$ cat src/rtl/core/assert_macros.svh
// Assertion helpers shared by the machine's RTL files.
// Each macro names the check, the clock, the active-low reset, a condition and
// what must hold when the condition is true.
`ifndef ASSERT_MACROS_SVH
`define ASSERT_MACROS_SVH

// The consequence must hold in the same cycle as the condition.
`define BSM_ASSERT_SAME(label, clk, rstn, ante, cons) \
    label: assert property (@(posedge clk) disable iff (!(rstn)) (ante) |-> (cons)) \
        else $error("bsm assertion failed");

// The consequence must hold in the cycle after the condition.
`define BSM_ASSERT_NEXT(label, clk, rstn, ante, cons) \
    label: assert property (@(posedge clk) disable iff (!(rstn)) (ante) |=> (cons)) \
        else $error("bsm assertion failed");

`endif

$ cat src/rtl/core/bsm_pkg.sv
package bsm_pkg;

    // Byte-wide data path and fixed field widths.
    localparam int BYTE_W   = 8;
    localparam int STATUS_W = 3;
    localparam int KIND_W   = 2;

    // Store sizes; both may range from 16 to 256 entries.
    localparam int PROGRAM_DEPTH = 256;
    localparam int STACK_DEPTH   = 256;
    localparam int PROG_AW       = $clog2(PROGRAM_DEPTH);
    localparam int STACK_AW      = $clog2(STACK_DEPTH);

    // A byte address widened by one bit, so that store limits compare cleanly.
    typedef logic [BYTE_W:0] addr_ext_t;
    localparam addr_ext_t PROG_LIMIT = addr_ext_t'(PROGRAM_DEPTH);

    // A push is refused once the depth reaches this level.
    localparam logic [BYTE_W-1:0] STACK_FULL_LEVEL = BYTE_W'(STACK_DEPTH - 1);

    // Item kinds.
    localparam logic [KIND_W-1:0] KIND_WRITE = 2'd0;
    localparam logic [KIND_W-1:0] KIND_START = 2'd1;
    localparam logic [KIND_W-1:0] KIND_EXEC  = 2'd2;

    // Run status codes.
    localparam logic [STATUS_W-1:0] ST_RUNNING  = 3'd0;
    localparam logic [STATUS_W-1:0] ST_HALTED   = 3'd1;
    localparam logic [STATUS_W-1:0] ST_FULL     = 3'd2;
    localparam logic [STATUS_W-1:0] ST_EMPTY    = 3'd3;
    localparam logic [STATUS_W-1:0] ST_PC_RANGE = 3'd4;
    localparam logic [STATUS_W-1:0] ST_UNKNOWN  = 3'd5;

    // Opcodes.
    localparam logic [BYTE_W-1:0] OP_HALT  = 8'h00;
    localparam logic [BYTE_W-1:0] OP_PRINT = 8'h01;
    localparam logic [BYTE_W-1:0] OP_PUSH  = 8'h02;
    localparam logic [BYTE_W-1:0] OP_ADD   = 8'h03;
    localparam logic [BYTE_W-1:0] OP_POPPR = 8'h04;
    localparam logic [BYTE_W-1:0] OP_JUMP  = 8'h05;
    localparam logic [BYTE_W-1:0] OP_JZ    = 8'h06;

    // Commands from the controller to the datapath.
    typedef struct packed {
        logic accept;    // input beat taken this cycle
        logic fetch;     // opcode and top of stack on the read ports
        logic execute;   // immediate and second entry on the read ports
        logic out_load;  // capture the result into the output register
    } bsm_cmd_t;

    // Status from the datapath to the controller.
    typedef struct packed {
        logic exec_go;   // the offered beat starts an instruction fetch
    } bsm_stat_t;

endpackage

$ cat src/rtl/core/bsm_ctrl.sv
`include "assert_macros.svh"

module bsm_ctrl import bsm_pkg::*; (
    input  logic      aclk,
    input  logic      aresetn,
    input  logic      s_tvalid,
    output logic      s_tready,
    output logic      m_tvalid,
    input  logic      m_tready,
    input  bsm_stat_t stat,
    output bsm_cmd_t  cmd
);

    localparam logic [1:0] S_IDLE  = 2'd0;
    localparam logic [1:0] S_FETCH = 2'd1;
    localparam logic [1:0] S_OPER  = 2'd2;
    localparam logic [1:0] S_DONE  = 2'd3;

    logic [1:0] state_reg, state_next;
    logic       m_tvalid_reg, m_tvalid_next;
    logic       out_free;

    assign s_tready = (state_reg == S_IDLE);
    assign out_free = !m_tvalid_reg || m_tready;

    always_comb begin
        cmd.accept   = s_tvalid && s_tready;
        cmd.fetch    = (state_reg == S_FETCH);
        cmd.execute  = (state_reg == S_OPER);
        cmd.out_load = (state_reg == S_DONE) && out_free;
    end

    always_comb begin
        state_next = state_reg;
        case (state_reg)
            S_IDLE: begin
                if (cmd.accept) begin
                    state_next = stat.exec_go ? S_FETCH : S_DONE;
                end
            end
            S_FETCH: begin
                state_next = S_OPER;
            end
            S_OPER: begin
                state_next = S_DONE;
            end
            S_DONE: begin
                if (out_free) begin
                    state_next = S_IDLE;
                end
            end
            default: begin
                state_next = S_IDLE;
            end
        endcase
    end

    always_comb begin
        if (cmd.out_load) begin
            m_tvalid_next = 1'b1;
        end else if (m_tready) begin
            m_tvalid_next = 1'b0;
        end else begin
            m_tvalid_next = m_tvalid_reg;
        end
    end

    always_ff @(posedge aclk) begin
        if (!aresetn) begin
            state_reg    <= S_IDLE;
            m_tvalid_reg <= 1'b0;
        end else begin
            state_reg    <= state_next;
            m_tvalid_reg <= m_tvalid_next;
        end
    end

    assign m_tvalid = m_tvalid_reg;

    `BSM_ASSERT_SAME(a_no_overwrite, aclk, aresetn, cmd.out_load, !m_tvalid_reg || m_tready)
    `BSM_ASSERT_SAME(a_oper_after_fetch, aclk, aresetn,
                     state_reg == S_OPER, $past(state_reg) == S_FETCH)

endmodule

$ cat config.mk
export PLATFORM = sky130hd
export DESIGN_NAME = bsm_ctrl
export DESIGN_NICKNAME = d
export VERILOG_FILES = /design/src/rtl/core/bsm_pkg.sv /design/src/rtl/core/bsm_ctrl.sv
export VERILOG_INCLUDE_DIRS = /design/src /design/src/rtl/core
export SDC_FILE = /design/constraint.sdc
export NUM_CORES = 1
export LEC_CHECK = 0
export BUFFER_PORTS_ARGS = -buffer_cell sky130_fd_sc_hd__buf_2
export CORE_AREA = 2 2 39 41
export CTS_BUF_LIST = sky130_fd_sc_hd__clkbuf_8
export DETAILED_ROUTE_END_ITERATION = 6
export DIE_AREA = 0 0 41 43
export HOLD_SLACK_MARGIN = 0.02
export SYNTH_ARGS = -nofsm -noshare
export SYNTH_HDL_FRONTEND = slang
export SYNTH_SLANG_ARGS = --single-unit
$ cat constraint.sdc
create_clock -name aclk -period 1.3 [get_ports aclk]
set_clock_uncertainty 0.15 [all_clocks]
set_input_delay 0.195 -clock aclk [delete_from_list [all_inputs] [get_ports aclk]]
set_output_delay 0.195 -clock aclk [all_outputs]
set_load 0.05 [all_outputs]
==> results.md, run 1 <==
* Status: complete, but fails checks
* Violations in the final reports: negative setup slack
* Yosys reg bits at 3
* Number of nets at the end of the flow at 50
* Post-synth ARST share at 0%
* Area post-placement at 330 um2
* Antenna violations before repair at 0
* Area added between synthesis and finish at 125%
* Clock transition at the registers of the reported paths at 0.03 ns
* Combinational power share at 66.0%
* Flip-flop count of the largest register after layout at 2
* Final core utilization at 34.8%
* Finish-stage setup viols at 7
* Most repeated cell in the gate-level netlist after synthesis: sky130_fd_sc_hd__ha_1
* Die outline area at 1760 um2
* Hold slack final at 0.0705 ns
* Die Span Y at 43 um
* Clock root cell: sky130_fd_sc_hd__clkbuf_8
* CTS tree: built
* Leading cell types by count after synthesis: 4 x sky130_fd_sc_hd__ha_1, 3 x sky130_fd_sc_hd__dfxtp_1, 3 x sky130_fd_sc_hd__inv_1
* Post-route standard cell area excluding fillers at 482 um2
* Synth top area share at 28.1%
* Net Sw Frac at 41.5%
* Worst-case setup margin in the final layout at -0.105 ns
* Overall power after layout at 1.28 mW
* Primary FF master, synth: sky130_fd_sc_hd__dfxtp_1
* Final total negative setup slack at -0.509 ns
* Average routed wire per standard cell at 9.70 um
* Number of flops mapped to enable cells by yosys at 0
* PD cells at 2650 nW/um2
* TritonCTS Sinks at 3
* Total count of hold-check failures in the final report at 0
* Leading post-synthesis cells by cell area: sky130_fd_sc_hd__dfxtp_1 28%, sky130_fd_sc_hd__ha_1 23%, sky130_fd_sc_hd__nor2b_1 5.8%
* Slew at the pin with the worst max-slew slack at 0.248 ns
* Mean instance size in the synthesized netlist at 9.73 um2
* Internal power consumption at 0.747 mW
* HP Start: aresetn
* Leakage power of the design at 0.229 nW
* RSZ-0062 raised after global routing: true
* Maximum number of pins on one net before global-route repair at 5
* Number of buffers added by the clock tree synthesis step at 3
* Final critical delay including setup and external delays at 1.41 ns
* Library cells used by synthesis at 13
* Period utilisation layout at 108%
* Slew headroom at 83.6%
* Insertion delay of the later-clocked pin in the worst-skew pair at 0.22 ns
* First-pass iteration count of the detailed router at 1
* Per-cell via count in the routed design at 4.09
* Remaining global-route overflow at 0
* Dpl hpwl at 407 um
* Final RePlAce weighted congestion at 0.622
* Net switching power at 0.530 mW
* Initial cell density of the core at 15.5%
* Maximum Capacitance Violations at 0
* Category of the worst setup path capture point: output port
* DRC violation count after routing at 0
* Endpoint of the lowest-slack register-to-register path: state_reg[1]
* Relative contribution of sequential cells to total power at 12.9%
* Width of the die at 41 um
* Clock Path Buffers at 2
* Total wire length at 543 um
* Maximum fanout count along the critical path at 4
* Total of hold buffers inserted after clock tree synthesis at 0
* Peak VDD IR at 0.000635 V
* FF-to-FF Start: state_reg[0]
* Sort of element at the start of the critical path: register
* Highest achievable clock rate at 712 MHz
* Gate count of the mapped netlist at 22
* Syn Nets at 31
* Required time of the critical path at 0.95 ns
* First-pass GRT wire length at 903 um
* Antenna cells at 0
* CORE AREA at 1380 um2
* Synth area leader: sky130_fd_sc_hd__dfxtp_1
* Overall Global Routing Usage at 8.22%
* Fraction of the yosys area taken by sequential cells at 28.1%
* Endpoint with the worst hold slack: m_tvalid
* Worst hold-check path type: in2reg
* Layout filler cell count at 150
* Number of cells traversed by the worst hold path at 2
* Number of I/O pins at 11
* Count of vias placed by the detailed router at 229
* Reg-to-reg setup timing slack at -0.06 ns
* Number of cell rows at 14
* Category of the critical setup timing path: reg2out
* Ratio of cells with drive above 1 in the final layout at 82.5%
* Drt first-iter violations at 0
* Warning count from the yosys run at 0
* Synthesized cell area at 214 um2
* Via count of the first global-routing pass at 241
* R2R depth at 3
* CP Data Arrival Time at 1.06 ns
* Antenna Violating Nets Remaining at 0
* Final max-slew violation count at 0
* Total of buffers placed on input and output ports at 10
* H-tree levels at 1
* Clock share of power at 21.1%
cell type report:
type	count	area, um2	share of cell area (%)
sequential	3	66.3	13.8
multi-input combinational	15	194	40.3
timing repair buffer	15	143	29.6
inverter	3	13.8	2.86
tap	16	20.0	4.16
clock buffer	3	41.3	8.57
clock inverter	1	3.75	0.779
how the worst max path moves through the flow:
stage / to / start
5_1_grt: cmd[0] / state_reg[1]
3_5_place_dp: state_reg[1] / state_reg[0]
2_1_floorplan: state_reg[1] / state_reg[1]
6_report: cmd[3] / state_reg[1]
4_1_cts: cmd[0] / state_reg[0]
3_3_place_gp: state_reg[1] / state_reg[0]
metrics by stage:
| step | instances | setup WS (ns) |
|---|---|---|
| 2_1_floorplan | 22 | -0.0359 |
| 3_3_place_gp | 49 | -0.0243 |
| 3_5_place_dp | 49 | -0.0527 |
| 4_1_cts | 56 | -0.110 |
| 5_1_grt | 56 | -0.137 |
| 6_report | 56 | -0.105 |
metal layers:
layer  vias to the layer above  part of all wire, %  track usage [%]
met5                         -                    0                0
met4                         0                  5.0             8.00
met3                         3                  5.7             3.14
met2                         8                   59             13.8
met1                       106                   30             6.39
li1                        112                    -                -
cells in the final DEF (no fill, tap or decap), types with 2 or more instances in the layout:
| cell type | synthesis | layout |
|---|---|---|
| sky130_fd_sc_hd__buf_2 | 0 | 5 |
| sky130_fd_sc_hd__buf_4 | 1 | 4 |
| sky130_fd_sc_hd__buf_6 | 0 | 2 |
| sky130_fd_sc_hd__buf_8 | 0 | 3 |
| sky130_fd_sc_hd__clkbuf_8 | 0 | 3 |
| sky130_fd_sc_hd__dfxtp_2 | 0 | 2 |
| sky130_fd_sc_hd__ha_4 | 0 | 3 |
| sky130_fd_sc_hd__inv_1 | 3 | 2 |
| sky130_fd_sc_hd__nor2b_4 | 0 | 2 |
kinds of logic after synthesis:
group	after synthesis	share of synthesized area, %
compound gates	5	18.1
simple gates	5	17.0
buf+inv	4	8.77
fa+ha+maj	4	23.4
flops	3	28.1
mux	1	4.68
power by group through the flow:
stage               sequential, mW  combinational [mW]  clock [mW]
floorplan                    0.171               0.502           0
global placement             0.158               0.594           0
CTS                          0.165               0.796       0.275
global route                 0.169               0.899       0.277
finish                       0.165               0.843       0.270
detailed placement           0.158               0.602           0
what timing repair did:
action | 4_1_cts | 5_1_grt
pin swaps | 2 | 1
setup buffers | 3 | 0
gates resized for setup | 16 | 6
endpoints found under the setup margin | 7 | 7
worst max-delay path, stage by stage, from the launching register on:
cell	delay, ns
sky130_fd_sc_hd__dfxtp_2	0.34
sky130_fd_sc_hd__inv_2	0.06
sky130_fd_sc_hd__ha_4	0.17
sky130_fd_sc_hd__and2_4	0.14
sky130_fd_sc_hd__buf_8	0.14
No activity file was read; power rests on OpenSTA's default activity.
==> inputs of run 2 (changes only) <==
Settings changed: ABC_CLOCK_PERIOD_IN_PS set to 1300, REMOVE_ABC_BUFFERS set to 1.
==> results.md, run 2 (synthesis gave the netlist of run 1 again) <==
* RSZ-0062 raised after global routing: true
* Leakage power of the design at 0.221 nW
* Category of the worst setup path capture point: output port
* Per-cell via count in the routed design at 3.89
* Required time of the critical path at 0.95 ns
* TritonCTS Sinks at 3
* Period utilisation layout at 108%
* Overall Global Routing Usage at 7.52%
* Final critical delay including setup and external delays at 1.40 ns
* CP Capture Point: cmd[3]
* Peak VDD IR at 0.000637 V
* Final max-slew violation count at 0
* Highest achievable clock rate at 715 MHz
* Category of the critical setup timing path: reg2out
* First-pass GRT wire length at 793 um
* R2R depth at 5
* Status: complete, but fails checks
* Total area of multi-input combinational cells at 186 um2
* First-pass iteration count of the detailed router at 2
* Width of the die at 41 um
* Total of buffers placed on input and output ports at 10
* Worst hold-check path type: in2reg
* Insertion delay of the later-clocked pin in the worst-skew pair at 0.22 ns
* Number of nets at the end of the flow at 51
* Clock transition at the registers of the reported paths at 0.03 ns
* Overall power after layout at 1.23 mW
* Number of cells traversed by the worst hold path at 2
* Slew at the pin with the worst max-slew slack at 0.246 ns
* CP Data Arrival Time at 1.05 ns
* Layout filler cell count at 146
* Maximum Capacitance Violations at 0
* Endpoint of the lowest-slack register-to-register path: state_reg[1]
* Drt first-iter violations at 2
* Finish-stage setup viols at 7
* Count of vias placed by the detailed router at 222
* Start point of the critical path: state_reg[0]
* Number of cell rows at 14
* Violations in the final reports: negative setup slack
* Clock root cell: sky130_fd_sc_hd__clkbuf_8
* Die Span Y at 43 um
* PD cells at 2660 nW/um2
* Maximum number of pins on one net before global-route repair at 6
* CTS tree: built
* Total wire length at 499 um
* Worst-case setup margin in the final layout at -0.0988 ns
* Clock Path Buffers at 2
* Total count of hold-check failures in the final report at 0
* Antenna Violating Nets Remaining at 0
* Initial cell density of the core at 15.5%
* Remaining global-route overflow at 0
* Number of buffers added by the clock tree synthesis step at 3
* Maximum fanout count along the critical path at 5
* Sort of element at the start of the critical path: register
* Final RePlAce weighted congestion at 0.613
* Antenna cells at 0
* H-tree levels at 1
* Number of I/O pins at 11
* Final core utilization at 33.5%
* Post-Place Worst Slack at -0.123 ns
* Ratio of cells with drive above 1 in the final layout at 78.0%
* Flip-flop count of the largest register after layout at 2
* Die outline area at 1760 um2
* Area used by sequential logic in the layout at 62.6 um2
* Area added between synthesis and finish at 116%
* Final total negative setup slack at -0.422 ns
* Antenna violations before repair at 0
* DRC violation count after routing at 0
* CORE AREA at 1380 um2
* Commonest cells after routing, fill and taps aside: 6 x sky130_fd_sc_hd__buf_4, 5 x sky130_fd_sc_hd__buf_2, 3 x sky130_fd_sc_hd__ha_4, 3 x sky130_fd_sc_hd__clkbuf_8, 3 x sky130_fd_sc_hd__buf_8
* FF-to-FF Start: state_reg[0]
* Slew headroom at 83.7%
* Most common cell after layout, fill and taps aside: sky130_fd_sc_hd__buf_4
* Average routed wire per standard cell at 8.75 um
* Reg-to-reg setup timing slack at -0.05 ns
* Via count of the first global-routing pass at 219
## run 2: cell count changes in the layout (fill, tap and decap cells not counted), sizes merged
| cell | delta |
|---|---|
| buf | +1 |
## run 2: worst min-delay path by stage
stage               slack (ns)      endpoint     from
floorplan                 0.16      m_tvalid  aresetn
global placement          0.30      m_tvalid  aresetn
detailed placement        0.29      m_tvalid  aresetn
CTS                       0.07      m_tvalid  aresetn
global route               0.1  state_reg[1]  aresetn
finish                    0.07      m_tvalid  aresetn
## run 2: layout make-up
| class | count | share of cell area (%) |
|---|---|---|
| multi-input combinational | 15 | 40.3 |
| sequential | 3 | 13.5 |
| clock inverter | 1 | 0.811 |
| tap | 16 | 4.32 |
| timing repair buffer | 16 | 29.7 |
| clock buffer | 3 | 8.92 |
| inverter | 3 | 2.43 |
## run 2: metrics by stage
stage	cell area, um2	hold WS [ns]	cells
6_report	463	0.0703	57
3_3_place_gp	307	0.298	51
3_5_place_dp	307	0.294	51
2_1_floorplan	206	0.162	21
5_1_grt	463	0.0956	57
4_1_cts	447	0.0693	56
## run 2: what timing repair did
| item | 4_1_cts | 5_1_grt |
|---|---|---|
| hold buffers | 0 | 0 |
| setup endpoints to repair | 7 | 7 |
| gates cloned | 0 | 0 |
| hold endpoints to repair | 0 | 0 |
| gates resized for setup | 26 | 3 |
| buffers inserted | 1 | 1 |
| pin swaps | 1 | 2 |
## run 2: power by group
group	total [mW]	leakage [nW]	switching, mW	internal (mW)
registers	0.155	0.0253	0.0268	0.128
logic	0.809	0.169	0.419	0.390
clock network	0.268	0.0269	0.0664	0.201
## run 2: layer usage
metal / global-route usage, % / wire length (um)
met1: 6.39 / 165
met5: 0 / 0
met2: 9.69 / 258
met3: 4.71 / 54
met4: 10.0 / 21
## run 2: critical path, stage by stage, from the launching register on
cell and delay [ns]:
sky130_fd_sc_hd__dfxtp_2 0.34, sky130_fd_sc_hd__inv_2 0.06, sky130_fd_sc_hd__ha_4 0.16, sky130_fd_sc_hd__and2_4 0.13, sky130_fd_sc_hd__buf_8 0.14
